### src/rtl/lfpd_pkg.sv
package lfpd_pkg;

	localparam int COUNT_WIDTH = 16;
	localparam int LIMIT_WIDTH = 16;
	localparam int CMP_WIDTH = (COUNT_WIDTH > LIMIT_WIDTH) ? COUNT_WIDTH : LIMIT_WIDTH;
	localparam int GAIN_WIDTH = 7;
	localparam int SPEED_WIDTH = 8;
	localparam int HOLD_WIDTH = 9;
	localparam int CFG_DATA_WIDTH = 16;
	localparam int CFG_INDEX_WIDTH = 3;
	localparam int KIND_COUNT = 8;

	localparam int QUEUE_DEPTH = 4;
	localparam int QUEUE_AW = $clog2(QUEUE_DEPTH);

	localparam logic [CFG_INDEX_WIDTH-1:0] REG_PROP_GAIN = 3'd0;
	localparam logic [CFG_INDEX_WIDTH-1:0] REG_DERIV_GAIN = 3'd1;
	localparam logic [CFG_INDEX_WIDTH-1:0] REG_RIGHT_BASE = 3'd2;
	localparam logic [CFG_INDEX_WIDTH-1:0] REG_LEFT_BASE = 3'd3;
	localparam logic [CFG_INDEX_WIDTH-1:0] REG_LOST_LIMIT = 3'd4;

	localparam logic [GAIN_WIDTH-1:0] RST_PROP_GAIN = 7'd0;
	localparam logic [GAIN_WIDTH-1:0] RST_DERIV_GAIN = 7'd12;
	localparam logic [GAIN_WIDTH-1:0] RST_RIGHT_BASE = 7'd100;
	localparam logic [GAIN_WIDTH-1:0] RST_LEFT_BASE = 7'd100;
	localparam logic [LIMIT_WIDTH-1:0] RST_LOST_LIMIT = 16'd10000;

	localparam logic [7:0] POS_CENTRE = 8'd100;
	localparam logic signed [8:0] ERR_OFFSET = 9'sd100;

	localparam logic signed [SPEED_WIDTH-1:0] SPD_ZERO = 8'sd0;
	localparam logic signed [SPEED_WIDTH-1:0] SPD_FULL = 8'sd100;
	localparam logic signed [SPEED_WIDTH-1:0] SPD_NEG_FULL = -8'sd100;
	localparam logic signed [SPEED_WIDTH-1:0] SPD_REC_LEFT = 8'sd70;
	localparam logic signed [SPEED_WIDTH-1:0] SPD_REC_RIGHT = 8'sd80;
	localparam logic signed [SPEED_WIDTH-1:0] SPD_BACK_SLOW = -8'sd30;
	localparam logic signed [SPEED_WIDTH-1:0] SPD_BACK_MID = -8'sd60;
	localparam logic signed [SPEED_WIDTH-1:0] SPD_BACK_70 = -8'sd70;
	localparam logic signed [SPEED_WIDTH-1:0] SPD_BACK_80 = -8'sd80;

	localparam logic [HOLD_WIDTH-1:0] HOLD_NONE = 9'd0;
	localparam logic [HOLD_WIDTH-1:0] HOLD_RECOVER = 9'd400;
	localparam logic [HOLD_WIDTH-1:0] HOLD_BUMP = 9'd500;
	localparam logic [HOLD_WIDTH-1:0] HOLD_BOTH = 9'd300;

	// Duty is |speed|*255/100; 1336965 / 2^19 equals 255/100 closely enough to be exact
	// for magnitudes up to one hundred.
	localparam int DUTY_PROD_WIDTH = 28;
	localparam logic [DUTY_PROD_WIDTH-1:0] DUTY_RECIP = 28'd1336965;
	localparam int DUTY_SHIFT = 19;

	typedef enum logic [2:0] {
		CMD_PD,
		CMD_STEER_LEFT,
		CMD_STEER_RIGHT,
		CMD_RECOVER,
		CMD_BUMP_LEFT,
		CMD_BUMP_RIGHT,
		CMD_BOTH_BACK,
		CMD_BOTH_TURN
	} cmd_kind_t;

	typedef enum logic [1:0] {
		FR_IDLE,
		FR_MUL,
		FR_SUM,
		FR_EMIT
	} front_state_t;

	typedef struct packed {
		cmd_kind_t kind;
		logic signed [SPEED_WIDTH-1:0] pd_left;
		logic signed [SPEED_WIDTH-1:0] pd_right;
		logic lamp_left;
		logic lamp_right;
		logic final_cmd;
	} cmd_t;

	typedef struct packed {
		logic [GAIN_WIDTH-1:0] prop_gain;
		logic [GAIN_WIDTH-1:0] deriv_gain;
		logic [GAIN_WIDTH-1:0] right_base;
		logic [GAIN_WIDTH-1:0] left_base;
		logic [LIMIT_WIDTH-1:0] lost_limit;
	} cfg_t;

	function automatic logic [7:0] pos_of(input logic [2:0] lcr);
		logic [7:0] p;
		begin
			unique case (lcr)
				3'b100: p = 8'd0;
				3'b110: p = 8'd50;
				3'b011: p = 8'd150;
				3'b001: p = 8'd200;
				default: p = 8'd100;
			endcase
			return p;
		end
	endfunction

	function automatic logic signed [SPEED_WIDTH-1:0] clamp100(input logic signed [17:0] v);
		logic signed [SPEED_WIDTH-1:0] r;
		begin
			if (v > 18'sd100) begin
				r = SPD_FULL;
			end else if (v < -18'sd100) begin
				r = SPD_NEG_FULL;
			end else begin
				r = SPEED_WIDTH'(v);
			end
			return r;
		end
	endfunction

endpackage

### src/rtl/lfpd_front.sv
module lfpd_front (
	input  logic               clk,
	input  logic               arst_n,
	input  logic               push,
	input  logic               sense_left,
	input  logic               sense_center,
	input  logic               sense_right,
	input  logic               bump_left,
	input  logic               bump_right,
	input  lfpd_pkg::cfg_t     cfg,
	output logic               full,
	output lfpd_pkg::cmd_t     q_data,
	output logic               q_put,
	input  logic               q_full
);

	lfpd_pkg::front_state_t state_q, state_nx;

	logic [lfpd_pkg::KIND_COUNT-1:0] mask_q;
	logic lamp_l_q, lamp_r_q;
	logic [7:0] pos_q;
	logic signed [8:0] prior_q;
	logic [lfpd_pkg::COUNT_WIDTH-1:0] lost_q;

	logic signed [8:0] err_s1;
	logic signed [9:0] diff_s1;
	logic signed [16:0] pterm_s2, dterm_s2;
	logic signed [lfpd_pkg::SPEED_WIDTH-1:0] pd_left_q, pd_right_q;

	logic accept, any_sense, any_bump, recover;
	logic [7:0] pos_new;
	logic signed [8:0] err_new;
	logic signed [9:0] diff_new;
	logic [lfpd_pkg::COUNT_WIDTH-1:0] lost_inc;
	logic [lfpd_pkg::KIND_COUNT-1:0] mask_new, pick_hot;
	logic [2:0] pick;

	logic signed [16:0] gp_ext, gd_ext, err_ext, diff_ext;
	logic signed [17:0] ctl, left_raw, right_raw;

	assign full = (state_q != lfpd_pkg::FR_IDLE);
	assign accept = push && !full;
	assign any_sense = sense_left | sense_center | sense_right;
	assign any_bump = bump_left | bump_right;

	assign pos_new = lfpd_pkg::pos_of({sense_left, sense_center, sense_right});
	assign err_new = $signed({1'b0, pos_new}) - lfpd_pkg::ERR_OFFSET;
	assign diff_new = 10'(err_new) - 10'(prior_q);
	assign lost_inc = (lost_q == '1) ? lost_q : lost_q + 1'b1;
	assign recover = (lfpd_pkg::CMP_WIDTH'(lost_inc)
		>= lfpd_pkg::CMP_WIDTH'(cfg.lost_limit));

	always_comb begin
		mask_new = '0;
		mask_new[lfpd_pkg::CMD_PD] = any_sense;
		mask_new[lfpd_pkg::CMD_STEER_LEFT] = !any_sense && (pos_q < lfpd_pkg::POS_CENTRE);
		mask_new[lfpd_pkg::CMD_STEER_RIGHT] = !any_sense && (pos_q > lfpd_pkg::POS_CENTRE);
		mask_new[lfpd_pkg::CMD_RECOVER] = !any_sense && recover;
		mask_new[lfpd_pkg::CMD_BUMP_LEFT] = bump_left;
		mask_new[lfpd_pkg::CMD_BUMP_RIGHT] = bump_right;
		mask_new[lfpd_pkg::CMD_BOTH_BACK] = bump_left && bump_right;
		mask_new[lfpd_pkg::CMD_BOTH_TURN] = bump_left && bump_right;
	end

	always_comb begin
		pick = '0;
		for (int i = lfpd_pkg::KIND_COUNT - 1; i >= 0; i--) begin
			if (mask_q[i]) begin
				pick = 3'(i);
			end
		end
		pick_hot = '0;
		pick_hot[pick] = 1'b1;
	end

	assign gp_ext = 17'($signed({1'b0, cfg.prop_gain}));
	assign gd_ext = 17'($signed({1'b0, cfg.deriv_gain}));
	assign err_ext = 17'(err_s1);
	assign diff_ext = 17'(diff_s1);

	assign ctl = 18'(pterm_s2) + 18'(dterm_s2);
	assign left_raw = 18'($signed({1'b0, cfg.right_base})) + ctl;
	assign right_raw = 18'($signed({1'b0, cfg.left_base})) - ctl;

	assign q_put = (state_q == lfpd_pkg::FR_EMIT) && (mask_q != '0) && !q_full;

	always_comb begin
		q_data.kind = lfpd_pkg::cmd_kind_t'(pick);
		q_data.pd_left = pd_left_q;
		q_data.pd_right = pd_right_q;
		q_data.lamp_left = lamp_l_q;
		q_data.lamp_right = lamp_r_q;
		q_data.final_cmd = ((mask_q & ~pick_hot) == '0);
	end

	always_comb begin
		state_nx = state_q;
		unique case (state_q)
			lfpd_pkg::FR_IDLE: begin
				if (accept) begin
					state_nx = any_sense ? lfpd_pkg::FR_MUL : lfpd_pkg::FR_EMIT;
				end
			end
			lfpd_pkg::FR_MUL: state_nx = lfpd_pkg::FR_SUM;
			lfpd_pkg::FR_SUM: state_nx = lfpd_pkg::FR_EMIT;
			lfpd_pkg::FR_EMIT: begin
				if (mask_q == '0) begin
					state_nx = lfpd_pkg::FR_IDLE;
				end
			end
			default: state_nx = lfpd_pkg::FR_IDLE;
		endcase
	end

	always_ff @(posedge clk or negedge arst_n) begin
		if (!arst_n) begin
			state_q <= lfpd_pkg::FR_IDLE;
		end else begin
			state_q <= state_nx;
		end
	end

	always_ff @(posedge clk or negedge arst_n) begin
		if (!arst_n) begin
			mask_q <= '0;
			pos_q <= '0;
			prior_q <= '0;
			lost_q <= '0;
		end else if (accept) begin
			mask_q <= mask_new;
			if (any_sense || recover) begin
				lost_q <= '0;
			end else begin
				lost_q <= lost_inc;
			end
			if (any_bump) begin
				pos_q <= lfpd_pkg::POS_CENTRE;
				prior_q <= '0;
			end else if (any_sense) begin
				pos_q <= pos_new;
				prior_q <= err_new;
			end
		end else if (q_put) begin
			mask_q <= mask_q & ~pick_hot;
		end
	end

	always_ff @(posedge clk) begin
		if (accept) begin
			lamp_l_q <= sense_left | sense_center;
			lamp_r_q <= sense_right | sense_center;
			err_s1 <= err_new;
			diff_s1 <= diff_new;
		end
		if (state_q == lfpd_pkg::FR_MUL) begin
			pterm_s2 <= gp_ext * err_ext;
			dterm_s2 <= gd_ext * diff_ext;
		end
		if (state_q == lfpd_pkg::FR_SUM) begin
			pd_left_q <= lfpd_pkg::clamp100(left_raw);
			pd_right_q <= lfpd_pkg::clamp100(right_raw);
		end
	end

endmodule

### src/rtl/lfpd_queue.sv
module lfpd_queue (
	input  logic           clk,
	input  logic           arst_n,
	input  logic           put,
	input  lfpd_pkg::cmd_t put_data,
	output logic           is_full,
	input  logic           take,
	output lfpd_pkg::cmd_t take_data,
	output logic           is_empty
);

	lfpd_pkg::cmd_t slot_q [lfpd_pkg::QUEUE_DEPTH];
	logic [lfpd_pkg::QUEUE_AW-1:0] wr_ptr_q, rd_ptr_q;
	logic [lfpd_pkg::QUEUE_AW:0] count_q;
	logic do_put, do_take;

	assign is_full = (count_q == (lfpd_pkg::QUEUE_AW + 1)'(lfpd_pkg::QUEUE_DEPTH));
	assign is_empty = (count_q == '0);
	assign do_put = put && !is_full;
	assign do_take = take && !is_empty;
	assign take_data = slot_q[rd_ptr_q];

	always_ff @(posedge clk or negedge arst_n) begin
		if (!arst_n) begin
			wr_ptr_q <= '0;
			rd_ptr_q <= '0;
			count_q <= '0;
		end else begin
			if (do_put) begin
				wr_ptr_q <= wr_ptr_q + 1'b1;
			end
			if (do_take) begin
				rd_ptr_q <= rd_ptr_q + 1'b1;
			end
			if (do_put && !do_take) begin
				count_q <= count_q + 1'b1;
			end else if (do_take && !do_put) begin
				count_q <= count_q - 1'b1;
			end
		end
	end

	always_ff @(posedge clk) begin
		if (do_put) begin
			slot_q[wr_ptr_q] <= put_data;
		end
	end

endmodule

### src/rtl/lfpd_back.sv
module lfpd_back (
	input  logic                                     clk,
	input  logic                                     arst_n,
	input  lfpd_pkg::cmd_t                           cmd,
	input  logic                                     q_empty,
	output logic                                     q_take,
	input  logic                                     pop,
	output logic                                     empty,
	output logic signed [lfpd_pkg::SPEED_WIDTH-1:0]  left_speed,
	output logic signed [lfpd_pkg::SPEED_WIDTH-1:0]  right_speed,
	output logic [7:0]                               left_duty,
	output logic [7:0]                               right_duty,
	output logic [lfpd_pkg::HOLD_WIDTH-1:0]          hold_ms,
	output logic                                     lamp_left,
	output logic                                     lamp_right,
	output logic                                     final_cmd
);

	logic valid_q;
	logic signed [lfpd_pkg::SPEED_WIDTH-1:0] ls, rs;
	logic [lfpd_pkg::HOLD_WIDTH-1:0] hold;
	logic [6:0] l_mag, r_mag;
	logic [lfpd_pkg::DUTY_PROD_WIDTH-1:0] l_prod, r_prod;

	assign q_take = !q_empty && (!valid_q || pop);
	assign empty = !valid_q;

	always_comb begin
		ls = lfpd_pkg::SPD_ZERO;
		rs = lfpd_pkg::SPD_ZERO;
		hold = lfpd_pkg::HOLD_NONE;
		unique case (cmd.kind)
			lfpd_pkg::CMD_PD: begin
				ls = cmd.pd_left;
				rs = cmd.pd_right;
			end
			lfpd_pkg::CMD_STEER_LEFT: begin
				ls = lfpd_pkg::SPD_ZERO;
				rs = lfpd_pkg::SPD_FULL;
			end
			lfpd_pkg::CMD_STEER_RIGHT: begin
				ls = lfpd_pkg::SPD_FULL;
				rs = lfpd_pkg::SPD_ZERO;
			end
			lfpd_pkg::CMD_RECOVER: begin
				ls = lfpd_pkg::SPD_REC_LEFT;
				rs = lfpd_pkg::SPD_REC_RIGHT;
				hold = lfpd_pkg::HOLD_RECOVER;
			end
			lfpd_pkg::CMD_BUMP_LEFT: begin
				ls = lfpd_pkg::SPD_BACK_SLOW;
				rs = lfpd_pkg::SPD_BACK_MID;
				hold = lfpd_pkg::HOLD_BUMP;
			end
			lfpd_pkg::CMD_BUMP_RIGHT: begin
				ls = lfpd_pkg::SPD_BACK_MID;
				rs = lfpd_pkg::SPD_BACK_SLOW;
				hold = lfpd_pkg::HOLD_BUMP;
			end
			lfpd_pkg::CMD_BOTH_BACK: begin
				ls = lfpd_pkg::SPD_BACK_70;
				rs = lfpd_pkg::SPD_BACK_80;
				hold = lfpd_pkg::HOLD_BOTH;
			end
			lfpd_pkg::CMD_BOTH_TURN: begin
				ls = lfpd_pkg::SPD_BACK_SLOW;
				rs = lfpd_pkg::SPD_BACK_MID;
				hold = lfpd_pkg::HOLD_BOTH;
			end
			default: begin
				ls = lfpd_pkg::SPD_ZERO;
				rs = lfpd_pkg::SPD_ZERO;
				hold = lfpd_pkg::HOLD_NONE;
			end
		endcase
	end

	assign l_mag = ls[lfpd_pkg::SPEED_WIDTH-1] ? 7'(-ls) : 7'(ls);
	assign r_mag = rs[lfpd_pkg::SPEED_WIDTH-1] ? 7'(-rs) : 7'(rs);
	assign l_prod = lfpd_pkg::DUTY_PROD_WIDTH'(l_mag) * lfpd_pkg::DUTY_RECIP;
	assign r_prod = lfpd_pkg::DUTY_PROD_WIDTH'(r_mag) * lfpd_pkg::DUTY_RECIP;

	always_ff @(posedge clk or negedge arst_n) begin
		if (!arst_n) begin
			valid_q <= 1'b0;
		end else if (q_take) begin
			valid_q <= 1'b1;
		end else if (pop) begin
			valid_q <= 1'b0;
		end
	end

	always_ff @(posedge clk) begin
		if (q_take) begin
			left_speed <= ls;
			right_speed <= rs;
			left_duty <= l_prod[lfpd_pkg::DUTY_SHIFT +: 8];
			right_duty <= r_prod[lfpd_pkg::DUTY_SHIFT +: 8];
			hold_ms <= hold;
			lamp_left <= cmd.lamp_left;
			lamp_right <= cmd.lamp_right;
			final_cmd <= cmd.final_cmd;
		end
	end

endmodule

### src/rtl/line_follower_pd_drive_top.sv
// Line follower drive controller with PD steering and bumper recovery.
// Each input beat is one control tick: three line-sensor bits and two
// bumper bits, taken when push is high and full is low. A tick yields
// between none and six motor command beats, read in order while empty is
// low and taken when pop is high; final_cmd marks the last beat of a tick.
// A tick that sees the line passes the multiply and sum states before its
// command leaves the front end; other ticks go straight to the emit state.
// Each command then passes through the queue into the output register. The
// front end issues one command per cycle into a four-entry queue while the
// queue has room, and takes the next tick once its last command is queued.
// The user must write the gains, biases and lost limit through wr_en,
// wr_index and wr_data only while idle; the block does not enforce it.
// Reset clears the position, last error and lost count and loads the
// default register values. When pop stays low, the output register and
// the queue fill and full stays high until beats are taken.
module line_follower_pd_drive_top (
	input  logic                                          clk,
	input  logic                                          arst_n,
	input  logic                                          push,
	output logic                                          full,
	input  logic                                          sense_left,
	input  logic                                          sense_center,
	input  logic                                          sense_right,
	input  logic                                          bump_left,
	input  logic                                          bump_right,
	input  logic                                          pop,
	output logic                                          empty,
	output logic signed [lfpd_pkg::SPEED_WIDTH-1:0]       left_speed,
	output logic signed [lfpd_pkg::SPEED_WIDTH-1:0]       right_speed,
	output logic [7:0]                                    left_duty,
	output logic [7:0]                                    right_duty,
	output logic [lfpd_pkg::HOLD_WIDTH-1:0]               hold_ms,
	output logic                                          lamp_left,
	output logic                                          lamp_right,
	output logic                                          final_cmd,
	input  logic                                          wr_en,
	input  logic [lfpd_pkg::CFG_INDEX_WIDTH-1:0]          wr_index,
	input  logic [lfpd_pkg::CFG_DATA_WIDTH-1:0]           wr_data
);

	lfpd_pkg::cfg_t cfg_q;
	lfpd_pkg::cmd_t front_cmd, queue_cmd;
	logic q_put, q_full, q_take, q_empty;

	always_ff @(posedge clk or negedge arst_n) begin
		if (!arst_n) begin
			cfg_q.prop_gain <= lfpd_pkg::RST_PROP_GAIN;
			cfg_q.deriv_gain <= lfpd_pkg::RST_DERIV_GAIN;
			cfg_q.right_base <= lfpd_pkg::RST_RIGHT_BASE;
			cfg_q.left_base <= lfpd_pkg::RST_LEFT_BASE;
			cfg_q.lost_limit <= lfpd_pkg::RST_LOST_LIMIT;
		end else if (wr_en) begin
			unique case (wr_index)
				lfpd_pkg::REG_PROP_GAIN: cfg_q.prop_gain <= wr_data[lfpd_pkg::GAIN_WIDTH-1:0];
				lfpd_pkg::REG_DERIV_GAIN: cfg_q.deriv_gain <= wr_data[lfpd_pkg::GAIN_WIDTH-1:0];
				lfpd_pkg::REG_RIGHT_BASE: cfg_q.right_base <= wr_data[lfpd_pkg::GAIN_WIDTH-1:0];
				lfpd_pkg::REG_LEFT_BASE: cfg_q.left_base <= wr_data[lfpd_pkg::GAIN_WIDTH-1:0];
				lfpd_pkg::REG_LOST_LIMIT: cfg_q.lost_limit <= wr_data[lfpd_pkg::LIMIT_WIDTH-1:0];
				default: cfg_q <= cfg_q;
			endcase
		end
	end

	lfpd_front u_front (
		.clk          (clk),
		.arst_n       (arst_n),
		.push         (push),
		.sense_left   (sense_left),
		.sense_center (sense_center),
		.sense_right  (sense_right),
		.bump_left    (bump_left),
		.bump_right   (bump_right),
		.cfg          (cfg_q),
		.full         (full),
		.q_data       (front_cmd),
		.q_put        (q_put),
		.q_full       (q_full)
	);

	lfpd_queue u_queue (
		.clk       (clk),
		.arst_n    (arst_n),
		.put       (q_put),
		.put_data  (front_cmd),
		.is_full   (q_full),
		.take      (q_take),
		.take_data (queue_cmd),
		.is_empty  (q_empty)
	);

	lfpd_back u_back (
		.clk         (clk),
		.arst_n      (arst_n),
		.cmd         (queue_cmd),
		.q_empty     (q_empty),
		.q_take      (q_take),
		.pop         (pop),
		.empty       (empty),
		.left_speed  (left_speed),
		.right_speed (right_speed),
		.left_duty   (left_duty),
		.right_duty  (right_duty),
		.hold_ms     (hold_ms),
		.lamp_left   (lamp_left),
		.lamp_right  (lamp_right),
		.final_cmd   (final_cmd)
	);

endmodule

### config.mk
export PLATFORM = sky130hd
export DESIGN_NAME = line_follower_pd_drive_top
export DESIGN_NICKNAME = d
export VERILOG_FILES = /design/src/rtl/lfpd_pkg.sv /design/src/rtl/lfpd_front.sv /design/src/rtl/lfpd_queue.sv /design/src/rtl/lfpd_back.sv /design/src/rtl/line_follower_pd_drive_top.sv
export SDC_FILE = /design/constraint.sdc
export NUM_CORES = 1
export LEC_CHECK = 0
export BUFFER_PORTS_ARGS = -buffer_cell sky130_fd_sc_hd__clkbuf_2
export CAP_MARGIN = 20
export CORE_MARGIN = 2
export CORE_UTILIZATION = 31
export CTS_CLUSTER_DIAMETER = 60
export CTS_CLUSTER_SIZE = 8
export DETAILED_ROUTE_END_ITERATION = 12
export MAX_ROUTING_LAYER = met4
export SKIP_LAST_GASP = 1
export SLEW_MARGIN = 10
export SYNTH_ARGS = -nofsm -noshare
export SYNTH_HDL_FRONTEND = slang
export SYNTH_SLANG_ARGS = --single-unit
### constraint.sdc
create_clock -name clk -period 11.9 [get_ports clk]
set_input_delay 0.595 -clock clk [delete_from_list [all_inputs] [get_ports clk]]
set_output_delay 0.595 -clock clk [all_outputs]
set_load 0.01 [all_outputs]
; Yosys cells after proc, flatten, opt, wreduce, memory -nomap -nowiden
; Memory sizes are Yosys's and may differ from the RTL's.
; Cells that the tools add are included.
[classes]
n_mux = 36
n_lt_le_gt_ge = 9
shift = 0
bitwise = 6
div = 0
n_eq_ne = 22
mul = 4
n_addsub = 12
n_reduce_logical = 46
[ops]
columns = operator, count
row1 = $pmux 8 s7, 2
row2 = $mul 7x21->27 const B, 2
row3 = $mux 8, 6
row4 = $gt 18x8->1 const B, 2
row5 = $lt 18x8->1 const B, 2
row6 = $mux 16, 2
row7 = $pmux 8 s4, 1
row8 = $mux 3, 10
row9 = $pmux 9 s3, 1
row10 = $eq 3x3->1 const B, 8
row11 = $add 17x17->18, 1
row12 = $add 8x18->18, 1
row13 = $mux 9, 2
row14 = $sub 8x18->18, 1
row15 = $mul 8x10->17, 1
row16 = $mul 8x9->17, 1
row17 = $add 16x1->16 const B, 1
row18 = $eq 16x16->1 const B, 1
row19 = $ge 16x16->1, 1
row20 = $logic_not 8->1, 2
row21 = $eq 3x2->1 const B, 5
row22 = $mux 7, 2
row23 = $neg 7->7, 2
row24 = $reduce_and 2->1, 7
row25 = other kinds (29), 71
[totals]
reg_bits = 210
mem_bits_rw = 88
latchBits = 0
n_memories = 1
in_bits = 29
rom_bits = 0
[memory_table]
columns = memory, depth, word_bits, read_ports, rd_clocked_by_memory_dff, write_ports, line
row1 = u_queue.slot_q, 4, 22, 1, 0, 1, lfpd_queue.sv:12  ; lfpd_pkg::cmd_t slot_q [lfpd_pkg::QUEUE_DEPTH];

; Logic depth before layout (Yosys ltp)
[depth]
depth_word = 16
ltp_mapped = 32
depth_no_buf = 29

; Modules after synthesis
; From an unflattened synthesis, not the netlist that was laid out.
[unflattened]
hier_cells = 2009
hier_area_um2 = 22052.4
[by_module_without_submodules]
columns = module, n_inst, cells_per_inst, seq_area_each_um2, area_each_um2
row1 = lfpd_front, 1, 1273, 2987.9, 11843.9
row2 = lfpd_back, 1, 488, 1226.2, 4875.9
row3 = lfpd_queue, 1, 151, 2817.7, 3628.5
row4 = line_follower_pd_drive_top, 1, 97, 1117.3, 1704.1

; Least setup slack after synthesis
; Ideal clock, no wire load.
[synth_timing]
kind = register to register
startpoint = register u_queue.rd_ptr_q[0] in the netlist's numbering
endpoint = register u_back.right_duty[7] (data pin)
path_buffers = 2
setup_slack_ns = 5.269
period_less_slack_ns = 6.631
t_arrival_ns = 6.367
stages_incl_launch_ff = 23
t_required_ns = 11.635
path_cell_list = dfrtp_1 -> buf_4 -> buf_4 -> mux4_2 -> nor3_2 -> nand2_1 -> ha_1 -> or2_2 -> o32ai_1 -> o21a_1 -> ha_1 -> ha_1 -> or2_2 -> fa_1 -> fa_1 -> ha_1 -> and2_1 -> a221o_1 -> a221o_1 -> o41ai_1 -> nor2b_1 -> a311oi_1 -> xnor2_1
[synth_via]
elab_chain_len = 7
[synth_rtl]
columns = item, line
row1 = start: declaration, lfpd_queue.sv:13  ; logic [lfpd_pkg::QUEUE_AW-1:0] wr_ptr_q, rd_ptr_q;
row2 = start signal: assignment, lfpd_queue.sv:33  ; rd_ptr_q <= rd_ptr_q + 1'b1;
row3 = $mem_v2 4x22 *, --
row4 = $eq 3x3->1, lfpd_back.sv:32  ; unique case (cmd.kind)
row5 = $reduce_or 2->1 (no source line), --
row6 = $pmux 8 s7 *, lfpd_back.sv:32
row7 = $neg 7->7, lfpd_back.sv:79  ; assign r_mag = rs[lfpd_pkg::SPEED_WIDTH-1] ? 7'(-rs) : 7'(rs);
row8 = $mux 7 *, lfpd_back.sv:79
row9 = $mul 7x21->27 *, lfpd_back.sv:81  ; assign r_prod = lfpd_pkg::DUTY_PROD_WIDTH'(r_mag) * lfpd_pkg::DUTY_RECIP;
row10 = via u_back.r_prod (one bit), lfpd_back.sv:23  ; logic [lfpd_pkg::DUTY_PROD_WIDTH-1:0] l_prod, r_prod;
row11 = end signal: assignment, lfpd_back.sv:98  ; right_duty <= r_prod[lfpd_pkg::DUTY_SHIFT +: 8];
row12 = end: declaration, lfpd_back.sv:12  ; output logic [7:0] right_duty,
; The timed path passes the listed nets; every way through them passes the cells marked *.
; A chain may end at the register's enable or synchronous reset.

; Worst setup path in the final report
[layout_timing]
startpoint = register u_queue.rd_ptr_q[0] in the netlist's numbering
endpoint = register u_back.right_duty[7] (data pin)
[layout_via]
elab_chain_len = 7
[layout_rtl]
columns = item, line
row1 = $mem_v2 4x22 *, --
row2 = $eq 3x3->1, lfpd_back.sv:32
row3 = $reduce_or 2->1 (no source line), --
row4 = $pmux 8 s7 *, lfpd_back.sv:32
row5 = $neg 7->7, lfpd_back.sv:79
row6 = $mux 7 *, lfpd_back.sv:79
row7 = via u_back.r_mag[0], lfpd_back.sv:22  ; logic [6:0] l_mag, r_mag;
row8 = $mul 7x21->27 *, lfpd_back.sv:81
row9 = via u_back.r_prod (one bit), lfpd_back.sv:23
; Marks and branches as above.

==> flow_summary.json <==
{
  "dr.pass1.iters": 6,
  "antenna_cells": 0,
  "min_period_ps": 7940,
  "ios": 75,
  "cp-start-kind": "flip-flop",
  "synth_top_family_by_area": "adder cells",
  "tightest_slew_ps": 1030,
  "synthFlopType": "edfxtp_1",
  "synth_adder_area_share_pct": 25.2,
  "clock_sinks": 286,
  "wl_met1_mm": 21.5,
  "wl_mm": 47.6,
  "htree_levels": 2,
  "cts_tree": "done",
  "worstPathArrival_ps": 8260,
  "grt_setup_unrepaired": "false",
  "wl_met3_mm": 2.46,
  "rows": 97,
  "synth_area_leaders": "edfxtp_1, ha_1, fa_1",
  "die_area_sq_um": 72700,
  "fin_crit_sh_pct": 66.8,
  "ys_seq_area_share_pct": 37.2,
  "drv_cap": 0,
  "grt_max_degree": 53,
  "dr_wl_met2_mm": 22.6,
  "root_buffer": "clkbuf_16",
  "grt_pass1_vias": 15200,
  "grt.total_usage_pct": 13.5,
  "synth_area_sq_um": 21900,
  "routedWlPerCell_um": 15.4,
  "vias": 14900,
  "num-nets-final": 2514,
  "n_fill_cell": 7039,
  "antenna_found_initial": 0,
  "areaGrowthSynthToFinish_pct": 13.3,
  "drive_above_1_share_pct": 11.6,
  "muxShareOfSynthArea_pct": 4.15,
  "yosysMostFrequentCell": "inv_1",
  "via_per_inst": 4.82,
  "start_util_pct": 31.3,
  "synth_cell_types": 95,
  "synth-simple-area-share_pct": 12.9,
  "cts_setup_buffers": 0,
  "ant_nets": 0,
  "overflow": 0,
  "endpoint_kind": "flip-flop",
  "finClkSkew_ps": 30.9,
  "crit_path_max_fanout": 21,
  "synth_common_cells": "inv_1, ha_1, edfxtp_1",
  "synth-compound-area-share_pct": 10.0,
  "ys.warnings.count": 0,
  "core_area_sq_um": 69900,
  "grt_pass1_wl_mm": 78.4,
  "ys_async_sr_fraction_pct": 31.8,
  "io_buffers": 72,
  "clk_latency_ps": 580,
  "setup_violations": 0,
  "synth_top_area_share_pct": 26.8,
  "fp.dieH_um": 270,
  "hold_path.class": "input pin to async pin",
  "synth-edff-count": 195,
  "syn_inst": 2027,
  "die_x_um": 270,
  "clock.fmax_mhz": 126,
  "ys_ff_latch": 286,
  "tns_ps": 0,
  "cts.clk_slew.worst_paths_ps": 50,
  "cts_buffers": 44,
  "first_iter_violations": 806,
  "relSlewSlack_pct": 31.1,
  "dpl.hpwl_mm": 37.1,
  "routed.top_layer": "met4",
  "status": "finished, final reports clean",
  "clock_path_buffers": 3,
  "drv_slew": 0,
  "place.gp.congestion": 0.861,
  "synth-xor-area-share_pct": 4.59,
  "setup.worst_path.class": "flip-flop to flip-flop",
  "syn_area_per_cell_sq_um": 10.8,
  "cts-hold-fix-buffers": 0,
  "crit_required_ps": 12210,
  "remaining_drc_errors": 0,
  "yosys.area.top_type": "edfxtp_1",
  "cts_resized": 0,
  "finalHoldViolCount": 0
}
placed cells by master (no fill, tap or decap), types with 38 or more instances in the layout:
cell type  count
nor2_1        96
nor3_1        38
xnor2_1       73
dfrtp_1       78
a21oi_1       73
clkbuf_16     44
fa_1         125
and2_1       105
ha_1         240
nand2_1      135
clkbuf_2      71
edfxtp_1     195
o21ai_0       96
inv_1        290
per-layer routing:
metal / vias up / GRT usage (%)
li1: 7217 / -
met4: 0 / 3.89
met1: 7288 / 17.1
met2: 325 / 22.0
met3: 81 / 2.74
met5: - / -
cell families after synthesis:
logic type      after synthesis
fa+ha+maj                   366
buf+inv                     330
xor+xnor                    110
other cells                   1
compound gates              336
simple gates                539
mux                          59
flops                       286
flip-flops by register name, indices dropped and copies added, names as in the netlist, 3 cells and up:
register / flops
u_queue.slot_q: 88
cfg_q: 44
u_front.dterm_s2: 16
u_queue.count_q: 3
u_front.err_s1: 8
u_front.pd_left_q: 8
u_front.pterm_s2: 16
u_front.mask_q: 8
u_back.hold_ms: 5
u_back.right_duty: 8
u_front.lost_q: 16
u_back.left_duty: 8
u_front.pos_q: 5
u_front.prior_q: 8
u_front.pd_right_q: 8
u_back.left_speed: 8
u_back.right_speed: 8
u_front.diff_s1: 9
area by class of cell:
type                    count  area (sq um)  area share [%]
flip-flops and latches    286          8150            32.9
clock buffers              73          1220            4.92
multi-input cells        1412         12500            50.3
repair buffers             84           538            2.17
clock inverters             8           148           0.595
well taps                 940          1180            4.74
inverters                 292          1100            4.42
worst max-delay path, cell delays in order (launching register included):
cell and delay (ps):
dfrtp_1 650, mux4_2 780, nor3_2 500, nand2_1 390, inv_1 330, nor3_1 120, a31oi_1 320, xor2_1 500
ha_1 240, inv_1 60, fa_1 490, inv_1 40, ha_1 260, inv_1 50, fa_1 500, inv_1 50
ha_1 180, a21o_1 150, a21oi_1 180, o21ai_0 110, a221o_1 310, a221o_1 330, o41ai_1 520, nor2b_1 160
a311oi_1 350, xnor2_1 110
metrics by stage:
step                      cell area (sq um)  setup WS, ps  std cells  hold WS [ps]  util, %
final                                 24800          3960       3095          24.8     35.5
after global routing                  24800          3290       3095          58.5     35.5
after CTS                             24800          3860       3094          17.4     35.5
after detailed placement              23400          3890       3013           476     33.5
after global placement                23300          4020       3009           467     33.3
after floorplan                       21900          5270       2028           299        -
final timing paths:
| kind | start | endpoint | slack [ps] | cells after the start |
|---|---|---|---|---|
| max | u_queue.rd_ptr_q[0]$_DFFE_PN0P_ | u_back.right_duty[7]$_DFFE_PP_ | 3960 | 25 |
| min | arst_n | cfg_q[14]$_DFFE_PN0P_ | 20 | 1 |
| max reg2reg | u_queue.rd_ptr_q[0]$_DFFE_PN0P_ | u_back.right_duty[7]$_DFFE_PP_ | 3960 | 25 |
| min reg2reg | u_front.pd_left_q[7]$_SDFFCE_PP0P_ | u_queue.slot_q[3][18]$_DFFE_PP_ | 490 | 0 |
| max in group asynchronous | arst_n | u_front.pos_q[6]$_DFFE_PN0P_ | 10730 | 2 |
| min in group clk | wr_data[13] | cfg_q[13]$_DFFE_PN1P_ | 220 | 3 |
Power is left out: the tool's default activity adds up to more than one toggle a clock period on the data nets, which glitch-free logic cannot reach.
